$ cat config.mk
export PLATFORM = sky130hd
export DESIGN_NAME = syscall_site_rewrite_scanner_flat
export DESIGN_NICKNAME = d
export VERILOG_FILES = /design/src/hdl/ssrs_pkg.sv /design/src/hdl/ssrs_in_if.sv /design/src/hdl/ssrs_out_if.sv /design/src/hdl/ssrs_cell.sv /design/src/hdl/syscall_site_rewrite_scanner.sv /design/src/flat_wrapper.sv
export SDC_FILE = /design/constraint.sdc
export NUM_CORES = 1
export LEC_CHECK = 0
export BUFFER_PORTS_ARGS = -buffer_cell sky130_fd_sc_hd__clkbuf_2
export CORE_UTILIZATION = 37
export DETAILED_ROUTE_END_ITERATION = 8
export PLACE_DENSITY = 0.56
export SYNTH_ARGS = -nofsm -noshare
export SYNTH_HDL_FRONTEND = slang
export SYNTH_SLANG_ARGS = --single-unit
$ cat constraint.sdc
create_clock -name clk_i -period 13.6 [get_ports clk_i]
set_input_delay 4.08 -clock clk_i [delete_from_list [all_inputs] [get_ports clk_i]]
set_output_delay 4.08 -clock clk_i [all_outputs]
set_load 0.01 [all_outputs]
$ cat src/hdl/ssrs_pkg.sv
`default_nettype none
package ssrs_pkg;

  localparam int unsigned ADDR_W = 48;
  localparam int unsigned WORD_W = 32;
  localparam int unsigned CAP_W  = 28;
  // signed width holding every slot, return point and branch distance
  localparam int unsigned DIST_W = 51;

  localparam logic [WORD_W-1:0] SVC_ZERO     = 32'hD400_0001;
  localparam logic [WORD_W-1:0] B_OP         = 32'h1400_0000;
  localparam logic [WORD_W-1:0] MOVZ_RD_MASK = 32'hFFE0_001F;
  localparam logic [WORD_W-1:0] MOVZ_X8      = 32'hD280_0008;
  localparam logic [15:0]       NR_SIGRETURN = 16'd139;
  localparam logic [WORD_W-1:0] IMM26_MASK   = 32'h03FF_FFFF;
  localparam logic [WORD_W-1:0] GRP_A_MASK   = 32'h7F80_0000;
  localparam logic [WORD_W-1:0] GRP_B_MASK   = 32'h7FC0_0000;
  localparam logic [WORD_W-1:0] GRP_C_MASK   = 32'h3B00_0000;
  localparam logic [WORD_W-1:0] MOVZ_W_OP    = 32'h5280_0000;
  localparam logic [WORD_W-1:0] MOVK_W_OP    = 32'h7280_0000;
  localparam logic [WORD_W-1:0] ADD_IMM_OP   = 32'h1100_0000;
  localparam logic [WORD_W-1:0] SUB_IMM_OP   = 32'h5100_0000;
  localparam logic [WORD_W-1:0] AND_REG_OP   = 32'h0A00_0000;
  localparam logic [WORD_W-1:0] ORR_REG_OP   = 32'h2A00_0000;
  localparam logic [WORD_W-1:0] EOR_REG_OP   = 32'h4A00_0000;
  localparam logic [WORD_W-1:0] LDR_UIMM_OP  = 32'h3900_0000;
  localparam logic [WORD_W-1:0] LDR_LIT_OP   = 32'h1800_0000;
  localparam logic [4:0]        REG_X8       = 5'd8;

  // configuration register indexes
  localparam logic [1:0] CFG_POOL_BASE      = 2'd0;
  localparam logic [1:0] CFG_POOL_CAPACITY  = 2'd1;
  localparam logic [1:0] CFG_VERIFY_CONTEXT = 2'd2;

  // status codes
  localparam logic [2:0] ST_OUTSIDE    = 3'd0;
  localparam logic [2:0] ST_NOT_SVC    = 3'd1;
  localparam logic [2:0] ST_SIGRETURN  = 3'd2;
  localparam logic [2:0] ST_NO_X8      = 3'd3;
  localparam logic [2:0] ST_UNREACH    = 3'd4;
  localparam logic [2:0] ST_POOL_FULL  = 3'd5;
  localparam logic [2:0] ST_RET_UNREACH = 3'd6;
  localparam logic [2:0] ST_PATCHED    = 3'd7;

  // what one history cell remembers about its word
  typedef struct packed {
    logic valid;
    logic x8;
    logic sigret;
  } hist_t;

  function automatic logic sets_x8(input logic [WORD_W-1:0] w);
    logic [WORD_W-1:0] ga;
    logic [WORD_W-1:0] gb;
    logic [WORD_W-1:0] gc;
    ga = w & GRP_A_MASK;
    gb = w & GRP_B_MASK;
    gc = w & GRP_C_MASK;
    return (w[4:0] == REG_X8) &&
           (ga == MOVZ_W_OP || ga == MOVK_W_OP || ga == ADD_IMM_OP || ga == SUB_IMM_OP ||
            gb == AND_REG_OP || gb == ORR_REG_OP || gb == EOR_REG_OP ||
            gc == LDR_UIMM_OP || gc == LDR_LIT_OP);
  endfunction

  function automatic logic is_sigret(input logic [WORD_W-1:0] w);
    return ((w & MOVZ_RD_MASK) == MOVZ_X8) && (w[20:5] == NR_SIGRETURN);
  endfunction

  // -2^27 <= d < 2^27 and word aligned
  function automatic logic in_reach(input logic signed [DIST_W-1:0] d);
    return (d[1:0] == 2'b00) &&
           ((d[DIST_W-1:27] == '0) || (d[DIST_W-1:27] == '1));
  endfunction

  function automatic logic [WORD_W-1:0] branch_word(input logic signed [DIST_W-1:0] d);
    return B_OP | ({6'd0, d[27:2]} & IMM26_MASK);
  endfunction

endpackage
`default_nettype wire

$ cat src/hdl/ssrs_in_if.sv
`default_nettype none
interface ssrs_in_if;
  logic        valid;
  logic        ready;
  logic [47:0] word_addr;
  logic [31:0] code_word;
  logic        in_range;
  logic        mapping_start;

  modport source (output valid, word_addr, code_word, in_range, mapping_start, input ready);
  modport sink (input valid, word_addr, code_word, in_range, mapping_start, output ready);
endinterface
`default_nettype wire

$ cat src/hdl/ssrs_out_if.sv
`default_nettype none
interface ssrs_out_if;
  logic        valid;
  logic        ready;
  logic [2:0]  status;
  logic [31:0] new_word;
  logic [47:0] slot_addr;
  logic [31:0] back_word;

  modport source (output valid, status, new_word, slot_addr, back_word, input ready);
  modport sink (input valid, status, new_word, slot_addr, back_word, output ready);
endinterface
`default_nettype wire

$ cat src/hdl/ssrs_cell.sv
`default_nettype none
module ssrs_cell (
  input  wire logic          clk_i,
  input  wire logic          rst_ni,
  input  wire logic          shift_i,
  input  wire ssrs_pkg::hist_t prev_i,
  output ssrs_pkg::hist_t    cur_o
);

  ssrs_pkg::hist_t cell_q;

  always_ff @(posedge clk_i or negedge rst_ni) begin
    if (!rst_ni) begin
      cell_q <= '0;
    end else if (shift_i) begin
      cell_q <= prev_i;
    end
  end

  assign cur_o = cell_q;

endmodule
`default_nettype wire

$ cat src/hdl/syscall_site_rewrite_scanner.sv
`default_nettype none
// syscall site rewrite scanner: one result word per code word, in order
// the result is registered as the code word is taken
// throughput: one word per cycle; ready stays high while the result register is empty
//   or being drained, so the history cell row and pool counters never stall a stream
// reset: history cells invalid, pool use zero, pool base and capacity zero, verify on
module syscall_site_rewrite_scanner #(
  parameter int unsigned TRAMP_BYTES    = 64,
  parameter int unsigned BACK_OFFSET    = 56,
  parameter int unsigned LOOKBACK_WORDS = 8
) (
  input  wire logic        clk_i,
  input  wire logic        rst_ni,
  input  wire logic        cfg_we_i,
  input  wire logic [1:0]  cfg_idx_i,
  input  wire logic [47:0] cfg_data_i,
  ssrs_in_if.sink          in_i,
  ssrs_out_if.source       out_o
);

  localparam int unsigned AW = ssrs_pkg::DIST_W;
  localparam int unsigned CW = ssrs_pkg::CAP_W;
  // return point minus the site's next word, folded into one offset
  localparam logic signed [AW-1:0] BACK_ADJ =
    AW'($signed(BACK_OFFSET) - 4);
  localparam logic signed [AW-1:0] TRAMP_STEP = AW'(TRAMP_BYTES);

  // config and pool state
  logic [CW-1:0]          pool_cap_q;
  logic                   verify_q;
  logic [CW-1:0]          pool_used_q;
  // slot_q tracks pool_base + pool_used, back_q tracks slot + BACK_OFFSET - 4
  logic signed [AW-1:0]   slot_q;
  logic signed [AW-1:0]   back_q;

  // output register
  logic                   out_valid_q;
  logic [2:0]             status_q;
  logic [31:0]            new_word_q;
  logic [47:0]            slot_addr_q;
  logic [31:0]            back_word_q;

  logic                   take;
  logic                   start;
  logic                   patch;

  // history cell row, cell 0 is the most recent word
  ssrs_pkg::hist_t        cell_in  [LOOKBACK_WORDS];
  ssrs_pkg::hist_t        cell_out [LOOKBACK_WORDS];
  logic [LOOKBACK_WORDS-1:0] x8_hits;

  assign in_i.ready = !out_valid_q || out_o.ready;
  assign take       = in_i.valid && in_i.ready;
  assign start      = in_i.mapping_start;

  // new word enters cell 0 always valid; older words lose validity on mapping start
  always_comb begin
    cell_in[0].valid  = 1'b1;
    cell_in[0].x8     = ssrs_pkg::sets_x8(in_i.code_word);
    cell_in[0].sigret = ssrs_pkg::is_sigret(in_i.code_word);
    for (int k = 1; k < LOOKBACK_WORDS; k++) begin
      cell_in[k]       = cell_out[k-1];
      cell_in[k].valid = cell_out[k-1].valid && !start;
    end
  end

  for (genvar g = 0; g < LOOKBACK_WORDS; g++) begin : g_cell
    ssrs_cell u_cell (
      .clk_i   (clk_i),
      .rst_ni  (rst_ni),
      .shift_i (take),
      .prev_i  (cell_in[g]),
      .cur_o   (cell_out[g])
    );
    assign x8_hits[g] = cell_out[g].valid && cell_out[g].x8;
  end

  // site checks against the history as it stood before this word
  logic                   x8_seen;
  logic                   sig_prev;
  logic signed [AW-1:0]   addr_s;
  logic signed [AW-1:0]   dist_fwd;
  logic signed [AW-1:0]   dist_back;
  logic                   fwd_ok;
  logic                   back_ok;
  logic [CW:0]            used_sum;
  logic                   pool_full;
  logic [2:0]             status_d;

  assign x8_seen   = (|x8_hits) && !start;
  assign sig_prev  = cell_out[0].valid && cell_out[0].sigret && !start;
  assign addr_s    = $signed({{(AW-48){1'b0}}, in_i.word_addr});
  assign dist_fwd  = slot_q - addr_s;
  assign dist_back = addr_s - back_q;
  assign fwd_ok    = ssrs_pkg::in_reach(dist_fwd);
  assign back_ok   = ssrs_pkg::in_reach(dist_back);
  assign used_sum  = {1'b0, pool_used_q} + (CW+1)'(TRAMP_BYTES);
  assign pool_full = used_sum > {1'b0, pool_cap_q};

  // checks in priority order
  always_comb begin
    if (!in_i.in_range) begin
      status_d = ssrs_pkg::ST_OUTSIDE;
    end else if (in_i.code_word != ssrs_pkg::SVC_ZERO) begin
      status_d = ssrs_pkg::ST_NOT_SVC;
    end else if (sig_prev) begin
      status_d = ssrs_pkg::ST_SIGRETURN;
    end else if (verify_q && !x8_seen) begin
      status_d = ssrs_pkg::ST_NO_X8;
    end else if (!fwd_ok) begin
      status_d = ssrs_pkg::ST_UNREACH;
    end else if (pool_full) begin
      status_d = ssrs_pkg::ST_POOL_FULL;
    end else if (!back_ok) begin
      status_d = ssrs_pkg::ST_RET_UNREACH;
    end else begin
      status_d = ssrs_pkg::ST_PATCHED;
    end
  end

  assign patch = take && (status_d == ssrs_pkg::ST_PATCHED);

  // config registers and pool tracking
  always_ff @(posedge clk_i or negedge rst_ni) begin
    if (!rst_ni) begin
      pool_cap_q  <= '0;
      verify_q    <= 1'b1;
      pool_used_q <= '0;
      slot_q      <= '0;
      back_q      <= BACK_ADJ;
    end else if (cfg_we_i) begin
      case (cfg_idx_i)
        ssrs_pkg::CFG_POOL_BASE: begin
          slot_q <= $signed({{(AW-48){1'b0}}, cfg_data_i}) +
                    $signed({{(AW-CW){1'b0}}, pool_used_q});
          back_q <= $signed({{(AW-48){1'b0}}, cfg_data_i}) +
                    $signed({{(AW-CW){1'b0}}, pool_used_q}) + BACK_ADJ;
        end
        ssrs_pkg::CFG_POOL_CAPACITY:  pool_cap_q <= cfg_data_i[CW-1:0];
        ssrs_pkg::CFG_VERIFY_CONTEXT: verify_q   <= cfg_data_i[0];
        default: ;
      endcase
    end else if (patch) begin
      pool_used_q <= used_sum[CW-1:0];
      slot_q      <= slot_q + TRAMP_STEP;
      back_q      <= back_q + TRAMP_STEP;
    end
  end

  // result register
  always_ff @(posedge clk_i or negedge rst_ni) begin
    if (!rst_ni) begin
      out_valid_q <= 1'b0;
    end else if (take) begin
      out_valid_q <= 1'b1;
    end else if (out_o.ready) begin
      out_valid_q <= 1'b0;
    end
  end

  always_ff @(posedge clk_i) begin
    if (take) begin
      status_q    <= status_d;
      new_word_q  <= patch ? ssrs_pkg::branch_word(dist_fwd) : '0;
      slot_addr_q <= patch ? slot_q[47:0] : '0;
      back_word_q <= patch ? ssrs_pkg::branch_word(dist_back) : '0;
    end
  end

  assign out_o.valid     = out_valid_q;
  assign out_o.status    = status_q;
  assign out_o.new_word  = new_word_q;
  assign out_o.slot_addr = slot_addr_q;
  assign out_o.back_word = back_word_q;

endmodule
`default_nettype wire
$ cat src/flat_wrapper.sv
// flat-port wrapper written by rule: the top's interface ports become plain ports
module syscall_site_rewrite_scanner_flat 
#(
  parameter int unsigned TRAMP_BYTES    = 64,
  parameter int unsigned BACK_OFFSET    = 56,
  parameter int unsigned LOOKBACK_WORDS = 8
)
  (clk_i, rst_ni, cfg_we_i, cfg_idx_i, cfg_data_i, in_i_valid, in_i_word_addr, in_i_code_word, in_i_in_range, in_i_mapping_start, in_i_ready, out_o_valid, out_o_status, out_o_new_word, out_o_slot_addr, out_o_back_word, out_o_ready);
  ssrs_in_if in_i_i ();
  ssrs_out_if out_o_i ();
  input  wire logic clk_i;
  input  wire logic rst_ni;
  input  wire logic cfg_we_i;
  input  wire logic [1:0] cfg_idx_i;
  input  wire logic [47:0] cfg_data_i;
  input wire logic [$bits(in_i_i.valid)-1:0] in_i_valid;
  input wire logic [$bits(in_i_i.word_addr)-1:0] in_i_word_addr;
  input wire logic [$bits(in_i_i.code_word)-1:0] in_i_code_word;
  input wire logic [$bits(in_i_i.in_range)-1:0] in_i_in_range;
  input wire logic [$bits(in_i_i.mapping_start)-1:0] in_i_mapping_start;
  output wire logic [$bits(in_i_i.ready)-1:0] in_i_ready;
  output wire logic [$bits(out_o_i.valid)-1:0] out_o_valid;
  output wire logic [$bits(out_o_i.status)-1:0] out_o_status;
  output wire logic [$bits(out_o_i.new_word)-1:0] out_o_new_word;
  output wire logic [$bits(out_o_i.slot_addr)-1:0] out_o_slot_addr;
  output wire logic [$bits(out_o_i.back_word)-1:0] out_o_back_word;
  input wire logic [$bits(out_o_i.ready)-1:0] out_o_ready;
  assign in_i_i.valid = in_i_valid;
  assign in_i_i.word_addr = in_i_word_addr;
  assign in_i_i.code_word = in_i_code_word;
  assign in_i_i.in_range = in_i_in_range;
  assign in_i_i.mapping_start = in_i_mapping_start;
  assign in_i_ready = in_i_i.ready;
  assign out_o_valid = out_o_i.valid;
  assign out_o_status = out_o_i.status;
  assign out_o_new_word = out_o_i.new_word;
  assign out_o_slot_addr = out_o_i.slot_addr;
  assign out_o_back_word = out_o_i.back_word;
  assign out_o_i.ready = out_o_ready;
  syscall_site_rewrite_scanner #(.TRAMP_BYTES(TRAMP_BYTES), .BACK_OFFSET(BACK_OFFSET), .LOOKBACK_WORDS(LOOKBACK_WORDS)) u_core (.clk_i(clk_i), .rst_ni(rst_ni), .cfg_we_i(cfg_we_i), .cfg_idx_i(cfg_idx_i), .cfg_data_i(cfg_data_i), .in_i(in_i_i), .out_o(out_o_i));
endmodule
# == Yosys cells after proc, flatten, opt, wreduce, memory -nomap -nowiden ==
# Index checks and enable logic that the tools add are counted.
# word_totals
in_bits,137
output_inout_bits,117
ff_bits,292
wordCells,125
# classes
addsub,7
reduce_logical,51
eq_ne,19
magnitude_cmp,1
bitwise,1
mux,17
# op_table
cell,n
$mux 51,6
$add 51x8->51 const B,2
$mux 29,2
$add 51x7->51 const B,1
$sub 49x51->51,1
$sub 51x49->51,1
$add 48x28->49,1
$eq 24x24->1 const B,2
$logic_not 24->1,2
$ne 32x32->1 const B,1
$add 28x7->29 const B,1
$gt 29x28->1,1
$logic_and 1x1->1,25
$eq 8x8->1 const B,3
$mux 3,6
$eq 16x16->1 const B,1
$eq 16x8->1 const B,1
$logic_or 1x1->1,11
$eq 5x4->1 const B,2
$eq 9x6->1 const B,1
$eq 9x8->1 const B,1
$eq 9x9->1 const B,1
$eq 8x6->1 const B,1
$reduce_and 2->1,4
other kinds (11),18

# == Logic depth before layout (Yosys ltp) ==
# Gate-level depths: netlist of the first run.
# depth
word_depth,15
depth_mapped,25
mapped_depth_nobuf,23

# == Modules after synthesis ==
# A second synthesis of the first run with hierarchy kept.
# unflattened
hier_cells,2965
hier_area_um2,24228.2
# modules_own_cells
module,cells_each,instances,area_per_inst_um2
syscall_site_rewrite_scanner,2917,1,23357.4
ssrs_cell,6,8,108.9

# == Worst setup path before layout of the first run ==
# OpenSTA, ideal clock, no wires.
# synth_path
kind,input port to flip-flop
startpoint,in out_o_ready
endpoint,"reg u_core.new_word_q[20], in the netlist u_core.out_o.new_word[20], data pin"
cell_stages,11
arrival_time_ps,8175
path_buffers,3
path_slack_ps,5168
setup_ps,257
cell_sequence,nand2b_1 -> nand2_1 -> clkinv_1 -> nand2_1 -> nor2_1 -> and2_1 -> clkbuf_1 -> nand2_1 -> buf_2 -> buf_2 -> nor2_1
# synth_via
elab_chain_len,3
# synth_rtl
item,line,source
from (decl),flat_wrapper.sv:27,input wire logic [$bits(out_o_i.ready)-1:0] out_o_ready;
$logic_or 1x1->1,syscall_site_rewrite_scanner.sv:52,assign in_i.ready = !out_valid_q || out_o.ready;
$logic_and 1x1->1,syscall_site_rewrite_scanner.sv:53,assign take = in_i.valid && in_i.ready;
via u_core.g_cell[0].u_cell.shift_i,ssrs_cell.sv:5,"input wire logic shift_i,"
$logic_and 1x1->1,syscall_site_rewrite_scanner.sv:121,assign patch = take && (status_d == ssrs_pkg::ST_PATCHED);
to (signal assigned),syscall_site_rewrite_scanner.sv:164,new_word_q <= patch ? ssrs_pkg::branch_word(dist_fwd) : '0;
to (decl),syscall_site_rewrite_scanner.sv:39,logic [31:0] new_word_q;
# The timed path passes the listed nets, and every way through them passes these cells.
# A chain may end at the register's enable or synchronous reset.

# == Worst setup path after layout of the first run ==
# layout_path
startpoint,in in_i_word_addr[29]
endpoint,reg u_core.slot_q[34]
# layout_via
elab_chain_len,15
# layout_rtl
item,line,source
from (decl),flat_wrapper.sv:17,input wire logic [$bits(in_i_i.word_addr)-1:0] in_i_word_addr;
$sub 49x51->51,syscall_site_rewrite_scanner.sv:94,assign dist_back = addr_s - back_q;
$eq 24x24->1 / $logic_not 24->1 (equally long branches),ssrs_pkg.sv:72,((d[DIST_W-1:27] == '0) || (d[DIST_W-1:27] == '1));
$logic_or 1x1->1,ssrs_pkg.sv:72,
$logic_and 1x1->1,ssrs_pkg.sv:71,return (d[1:0] == 2'b00) &&
$mux 1,syscall_site_rewrite_scanner.sv:114,end else if (!back_ok) begin
$mux 3,syscall_site_rewrite_scanner.sv:112,end else if (pool_full) begin
$mux 3 (*),syscall_site_rewrite_scanner.sv:110,end else if (!fwd_ok) begin
$mux 3 (*),syscall_site_rewrite_scanner.sv:108,end else if (verify_q && !x8_seen) begin
$mux 3 (*),syscall_site_rewrite_scanner.sv:106,end else if (sig_prev) begin
$mux 3 (*),syscall_site_rewrite_scanner.sv:104,end else if (in_i.code_word != ssrs_pkg::SVC_ZERO) begin
$mux 3 (*),syscall_site_rewrite_scanner.sv:102,if (!in_i.in_range) begin
$eq 3x3->1 (*),syscall_site_rewrite_scanner.sv:121,
$logic_and 1x1->1 (*),syscall_site_rewrite_scanner.sv:121,
$reduce_bool 2->1 (no line) (*),n/a,
$reduce_and 2->1 (no line) (*),n/a,
to (signal assigned),syscall_site_rewrite_scanner.sv:134,"slot_q <= $signed({{(AW-48){1'b0}}, cfg_data_i}) +"
to (signal assigned),syscall_site_rewrite_scanner.sv:145,slot_q <= slot_q + TRAMP_STEP;
to (decl),syscall_site_rewrite_scanner.sv:33,logic signed [AW-1:0] slot_q;
# Mark *: on every way between the ends. The rest lies on a longest branch, timed or not.

==> results of run 1 <==
## sequential cells by signal (all words and copies together), names as in the netlist
signal / flops
u_core.slot_q: 51
u_core.back_q: 49
u_core.out_o.slot_addr: 48
u_core.pool_cap_q: 28
u_core.out_o.back_word: 27
u_core.out_o.new_word: 26
u_core.pool_used_q: 22
u_core.g_cell.u_cell.cur_o: 17
u_core.out_o.status: 3
u_core.out_o.valid: 1
u_core.verify_q: 1
## synthesized netlist by cell type, drive strengths merged (71+ instances only)
cell / n / area, µm²
nand3: 104 / 521
nor2: 261 / 980
a21oi: 219 / 1110
edfxtp: 104 / 3120
and3: 100 / 626
xnor2: 107 / 937
inv: 168 / 631
buf: 71 / 405
nand4: 99 / 626
nor3: 96 / 502
nand2: 305 / 1140
ha: 144 / 1800
xor2: 90 / 788
clkbuf: 87 / 328
o21ai: 146 / 738
dfrtp: 165 / 4130
## worst reg2reg max path, delay by kind of cell, from the launching register on
family / cells / cell delay [ns]
compound gates: 4 / 1.31
xor+xnor: 1 / 0.15
fa+ha+maj: 1 / 0.33
buf+inv: 2 / 0.76
flops: 1 / 0.44
simple gates: 15 / 3.46
## worst paths after layout
check | startpoint | endpoint | slack [ns]
worst max-delay path | in_i_word_addr[29] | u_core.slot_q[34] | 4.08
worst min-delay path | u_core.g_cell[7].u_cell.cur_o[1] | u_core.g_cell[7].u_cell.cur_o[1] | 0.49
worst max register to register | u_core.pool_used_q[7] | u_core.out_o.new_word[2] | 6.89
worst min register to register | u_core.g_cell[7].u_cell.cur_o[1] | u_core.g_cell[7].u_cell.cur_o[1] | 0.49
max in group asynchronous | rst_ni | u_core.back_q[43] | 8.85
min in group asynchronous | rst_ni | u_core.pool_cap_q[14] | 3.51
## stage by stage
stage          area, µm²  util (%)  std cells  power (mW)  hold slack [ns]
2_1_floorplan      24100         -       2966        1.58            0.446
3_3_place_gp       25900      40.2       3928        1.90            0.463
3_5_place_dp       25900      40.2       3928        1.90            0.474
4_1_cts            27000      41.9       3990        2.84            0.488
5_1_grt            27000      41.9       3990        2.97            0.507
6_report           27000      41.9       3991        2.84            0.488
## layout by cell type, fill, tap and decap left out, types with 14 or more instances in the layout
cell type,netlist,final
a31oi_1,34,34
nand2_1,305,304
clkbuf_2,1,243
o21a_1,29,29
or3_1,34,33
ha_1,144,144
nand2b_1,23,23
xnor2_1,107,107
o21ai_0,131,131
a21o_1,48,48
o211ai_1,35,35
buf_4,14,21
nor3_1,93,92
nand3_1,104,104
dfrtp_1,165,165
o31ai_1,15,15
clkbuf_16,0,35
and2_1,27,26
xor2_1,90,90
a21oi_1,217,217
a211oi_1,35,35
inv_1,168,168
or4_1,14,14
edfxtp_1,104,104
nor2_1,261,260
mux2_2,30,30
nor4_1,41,41
and3_1,100,100
nor2b_1,16,16
and4_1,18,18
nand4_1,98,98
## logic make-up (layout without fill, tap and decap cells)
group | count (synthesis) | after routing | share of synthesized area (%)
AO/OA/AOI/OAI | 765 | 765 | 21.5
buffers and inverters | 328 | 497 | 5.69
other | 1 | 9 | 0.0156
adder cells (fa/ha/maj) | 146 | 146 | 7.64
flip-flops | 273 | 273 | 30.5
XOR/XNOR | 197 | 197 | 7.16
multiplexers | 43 | 43 | 1.94
AND/OR/NAND/NOR | 1206 | 1206 | 25.6
## metal layers
layer / track usage, % / part of all wire (%) / routed length (µm) / vias to the layer above
li1: - / - / - / 11200
met1: 39.1 / 44 / 42400 / 11800
met2: 44.5 / 45 / 42600 / 1060
met3: 3.86 / 7.6 / 7290 / 147
met4: 9.18 / 3.3 / 3190 / 0
met5: 0 / 0 / 0 / -
## final cells by class
type | count | area [µm²]
antenna | 1 | 2.50
multi-input combinational | 2365 | 15400
clock inverter | 12 | 136
sequential | 273 | 7360
fill | 6536 | 37400
timing repair buffer | 265 | 1390
tap | 855 | 1070
clock buffer | 50 | 982
inverter | 170 | 641
## report_power, final
group | switching, mW | internal [mW]
combinational | 0.616 | 0.313
clock | 0.389 | 0.544
sequential | 0.0619 | 0.919
total | 1.07 | 1.78
==> run metrics, run 1 <==
Synth cell types 113; WP buf/inv 1; pre-CTS setup slack 3.73 ns; critical path startpoint category input port; Die Y 257 µm; crit path time final 9.52 ns; detailed-placement wirelength estimate 75.5 mm; clock root buffer clkbuf_16; Req. time, crit path 13.98 ns; largest net degree at the start of global routing 82; Mapped Cells 2959; Hold Crit Class flip-flop to flip-flop; worst skew pair latency 0.57 ns; initial core utilization 37.4%; routed wire length 95.5 mm; status finished clean; Setup crit end kind flip-flop; total track usage 28.1%; P per Cell Area 105 mW/mm²; CP Cell Sequence clkbuf_2, ha_1, nand2_1, nor4_1, nand2_1, o311ai_1, a211oi_1, o31ai_1, xnor2_1, nand4_1, or4_1, nand4bb_2, and2_1, and3_1, a41oi_1; Top cell by count, worst path nand2_1; Max FO, Critical Path 26; setup TNS 0 ns; Worst slew margin 25.2%; # resized after CTS 0; layout cell share with drive strength beyond 1 13.3%; post-route ant nets 0; Crit path depth 15; synthesized area 0.0241 mm²; clock skew 0.0236 ns; CTS tree built; Max Root-Sink Buffers 3; ys flop type dfrtp_1; min setup slack post-route 4.08 ns; WL/cell 23.9 µm; number of synthesized flops with an enable pin 104; post-CTS setup buffers 0; fin. max-slew vios 0; Worst Setup Path Type input port to flip-flop; Worst-Margin Slew 1.12 ns; Max-Cap Viols 0; slowest CP cell and2_1; family with the most delay on the worst path simple AND/OR/NAND/NOR gates; Hold Buf Count CTS 0; grt ovf 0; fmax 0.105 GHz; worst path arrival time 9.90 ns; drt pass-1 iters 5; Avg Vias per Cell 6.07; DRC viols 0; Leak 11.6 nW; maximum vdd drop 0.0000753 V; initial antenna violation count 2; worst reg2reg path depth 23; site row count 93; post-synthesis register bit count 273; Nets 3392; core area 0.0643 mm²; unrepaired setup endpoints after global routing false; syn avg cell area 8.14 µm²; async set-reset flop share out of synthesis 61.9%; htree depth 2; Reg clk slew, reported paths 0.06 ns; port bufs 245; synth warn 0; vias in the first global route 23100; first-pass GRT wire length 143 mm; routed vias 24200; Num CTS Buffers 34; CTS sink count 273; Worst Hold Depth 2; DIE WIDTH 257 µm; DIE AREA 0.0661 mm²; CP peak stage delay 0.89 ns; DRT iter0 DRCs 2630; RD Place Congestion 0.946; Final period util 70.0%; # setup viols final 0; endpoints failing hold 0; Area growth, synth to finish 12.0%; Ports 254; register area share after synthesis 30.5%
Power figures use the tool's default switching activity.
==> run 2, diff against run 1 <==
==> constraint.sdc (replaced) <==
create_clock -name clk_i -period 9.4 [get_ports clk_i]
set_input_delay 2.82 -clock clk_i [delete_from_list [all_inputs] [get_ports clk_i]]
set_output_delay 2.82 -clock clk_i [all_outputs]
set_load 0.01 [all_outputs]
==> run 2 against run 1 <==
  * Utilization shrank 0.15 points
  * Clock-buffer cell count shrank 14
  * Register-to-register slack lost 3.8 ns
  * Global-route usage shrank 0.083 points
  * Final area shrank 0.35%
  * Largest power group unchanged
==> run metrics, run 2 (synthesized netlist as in run 1, its figures left out) <==
vias in the first global route 23000 (was 23100); Num CTS Buffers 31 (was 34); Finished Core Util 41.8% (was 41.9%); Worst slew margin 28.2% (was 25.2%); Leak 11.6 nW (about the same); max FFs per register 51 (unchanged); Int Pwr 2.44 mW (was 1.78 mW); routed vias 24100 (was 24200); WP buf/inv 4 (was 1); fmax 0.130 GHz; site row count 93 (unchanged); Clock Power Share 30.2% (was 32.8%); Ports 254 (unchanged); DRT iter0 DRCs 2455 (was 2630); Reg power frac 36.0% (was 34.5%); grt ovf 0 (unchanged); multi-input logic area 0.0154 mm² (about the same); Nets 3398 (was 3392); initial antenna violation count 4 (was 2); CP Cell Sequence clkbuf_2, inv_1, ha_1, inv_1, fa_1, a21o_1, a221o_2, and4_4, o21ai_1, a21oi_1, or2_1, o311ai_0, nand4_1, or4_1, nand4bb_2, and2_1, buf_4, and3_1, a41oi_1 (was clkbuf_2, ha_1, nand2_1, nor4_1, nand2_1, o311ai_1, a211oi_1, o31ai_1, xnor2_1, nand4_1, or4_1, nand4bb_2, and2_1, and3_1, a41oi_1); DIE WIDTH 257 µm (unchanged); switching share of total power 38.1% (was 37.5%); sequential standard cell area 0.00736 mm² (unchanged); Top reg by flops u_core.slot_q (unchanged); Worst Setup Path Type input port to flip-flop (unchanged); post-CTS setup buffers 0 (unchanged); status finished clean (unchanged); commonest cells after routing, fill and taps aside nand2_1, nor2_1, clkbuf_2, a21oi_1, inv_1 (unchanged); worst skew pair latency 0.62 ns (was 0.57 ns); WL/cell 24.0 µm (was 23.9 µm); crit path time final 7.72 ns; # resized after CTS 0 (unchanged); Final period util 82.1%; most common cell after layout, fill and taps aside nand2_1 (unchanged); Area growth, synth to finish 11.6% (was 12.0%); Avg Vias per Cell 6.02 (was 6.07); Die Y 257 µm (unchanged); detailed-placement wirelength estimate 76.6 mm (was 75.5 mm); layout cell share with drive strength beyond 1 13.4% (was 13.3%); Hold Buf Count CTS 0 (unchanged); endpoints failing hold 0 (unchanged); RD Place Congestion 0.954 (was 0.946); P per Cell Area 147 mW/mm² (was 105 mW/mm²); total track usage 28.0% (was 28.1%); hold_ws 0.480 ns (was 0.488 ns); Req. time, crit path 9.85 ns (was 13.98 ns); Top cell by count, worst path inv_1 (was nand2_1); min setup slack post-route 1.68 ns (was 4.08 ns); clock root buffer clkbuf_16 (unchanged); port bufs 245 (unchanged); drt pass-1 iters 6 (was 5); CTS sink count 273 (unchanged); slowest CP cell o311ai_0 (was and2_1); maximum vdd drop 0.000133 V (was 0.0000753 V); critical path startpoint category input port (unchanged); pre-CTS setup slack 1.12 ns (was 3.73 ns); htree depth 1 (was 2); routed wire length 95.7 mm (was 95.5 mm); family with the most delay on the worst path simple AND/OR/NAND/NOR gates (unchanged); Reg clk slew, reported paths 0.06 ns (about the same); Max FO, Critical Path 27 (was 26); Hold Crit Class flip-flop to flip-flop (unchanged); # setup viols final 0 (unchanged); largest net degree at the start of global routing 76 (was 82); Setup crit end kind flip-flop (unchanged); setup TNS 0 ns (unchanged); switching power 1.51 mW (was 1.07 mW); worst path arrival time 8.18 ns (was 9.90 ns); Comb pwr share 33.8% (was 32.7%); fin. max-slew vios 0 (unchanged); filler instances 6554 (was 6536); unrepaired setup endpoints after global routing false (unchanged); Max-Cap Viols 0 (unchanged); CTS tree built (unchanged); core area 0.0643 mm² (unchanged); CP peak stage delay 0.85 ns (was 0.89 ns); initial core utilization 37.4% (unchanged); DRC viols 0 (unchanged); Worst-Margin Slew 1.07 ns (was 1.12 ns); first-pass GRT wire length 143 mm (about the same); post-route ant nets 0 (unchanged); Max Root-Sink Buffers 3 (unchanged); DIE AREA 0.0661 mm² (unchanged); clock skew 0.0264 ns (was 0.0236 ns)
-- run 2: path summary, 6_finish.rpt --
check | from | end | slack (ns) | depth (start not counted)
min in group asynchronous | rst_ni | u_core.pool_cap_q[10] | 2.21 | 1
max in group asynchronous | rst_ni | u_core.back_q[47] | 5.98 | 2
worst max-delay path | in_i_word_addr[0] | u_core.slot_q[34] | 1.68 | 19
worst min register to register | u_core.g_cell[7].u_cell.cur_o[1] | u_core.g_cell[7].u_cell.cur_o[1] | 0.48 | 2
worst min-delay path | u_core.g_cell[7].u_cell.cur_o[1] | u_core.g_cell[7].u_cell.cur_o[1] | 0.48 | 2
worst max register to register | u_core.pool_used_q[8] | u_core.out_o.new_word[2] | 3.09 | 23
-- run 2: metrics by stage --
stage	std cells	total power [mW]	area, µm²
after detailed placement	3937	2.75	25900
after global routing	3993	4.14	26900
after floorplan	2966	2.29	24100
final	3994	3.95	26900
after CTS	3993	3.94	26900
after global placement	3937	2.75	25900
-- run 2: area by class of cell --
cell class | count | area share [%]
Multi-Input combinational cell | 2365 | 57.3
Sequential cell | 273 | 27.4
Tap cell | 855 | 3.98
Antenna cell | 1 | 0.00931
Clock inverter | 20 | 0.619
Timing Repair Buffer | 274 | 5.40
Clock buffer | 36 | 2.95
Inverter | 170 | 2.38
-- run 2: layer usage --
metal / GRT usage (%) / part of all wire, % / wire length (µm) / vias to the layer above
met2: 44.9 / 45 / 43100 / 983
li1: - / - / - / 11200
met1: 39.5 / 45 / 43400 / 11700
met3: 3.36 / 6.9 / 6570 / 132
met4: 7.62 / 2.7 / 2630 / 0
met5: 0 / 0 / 0 / -
-- run 2: power groups by stage --
| stage | Sequential (mW) | Clock [mW] | Combinational [mW] |
|---|---|---|---|
| 6_report | 1.42 | 1.19 | 1.33 |
| 5_1_grt | 1.43 | 1.26 | 1.45 |
| 4_1_cts | 1.42 | 1.21 | 1.31 |
| 3_5_place_dp | 1.44 | 0 | 1.30 |
| 3_3_place_gp | 1.44 | 0 | 1.31 |
| 2_1_floorplan | 1.41 | 0 | 0.874 |
-- run 2: worst reg2reg max path, cell delays in order, from the launching register on --
cell,delay [ns]
dfrtp_1,0.45
nand3_1,0.17
nor2_1,0.24
and3_1,0.26
and3_1,0.24
nand3_1,0.16
nor2_1,0.24
and3_1,0.25
nand3_1,0.16
nor2_1,0.24
nand3_1,0.15
xnor2_1,0.16
ha_1,0.34
nand4_1,0.11
o41ai_1,0.34
a41o_1,0.17
o21a_1,0.40
nor2_1,0.22
a2111o_1,0.45
and2_1,0.20
nand2_2,0.40
buf_4,0.43
inv_1,0.11
and3_1,0.17
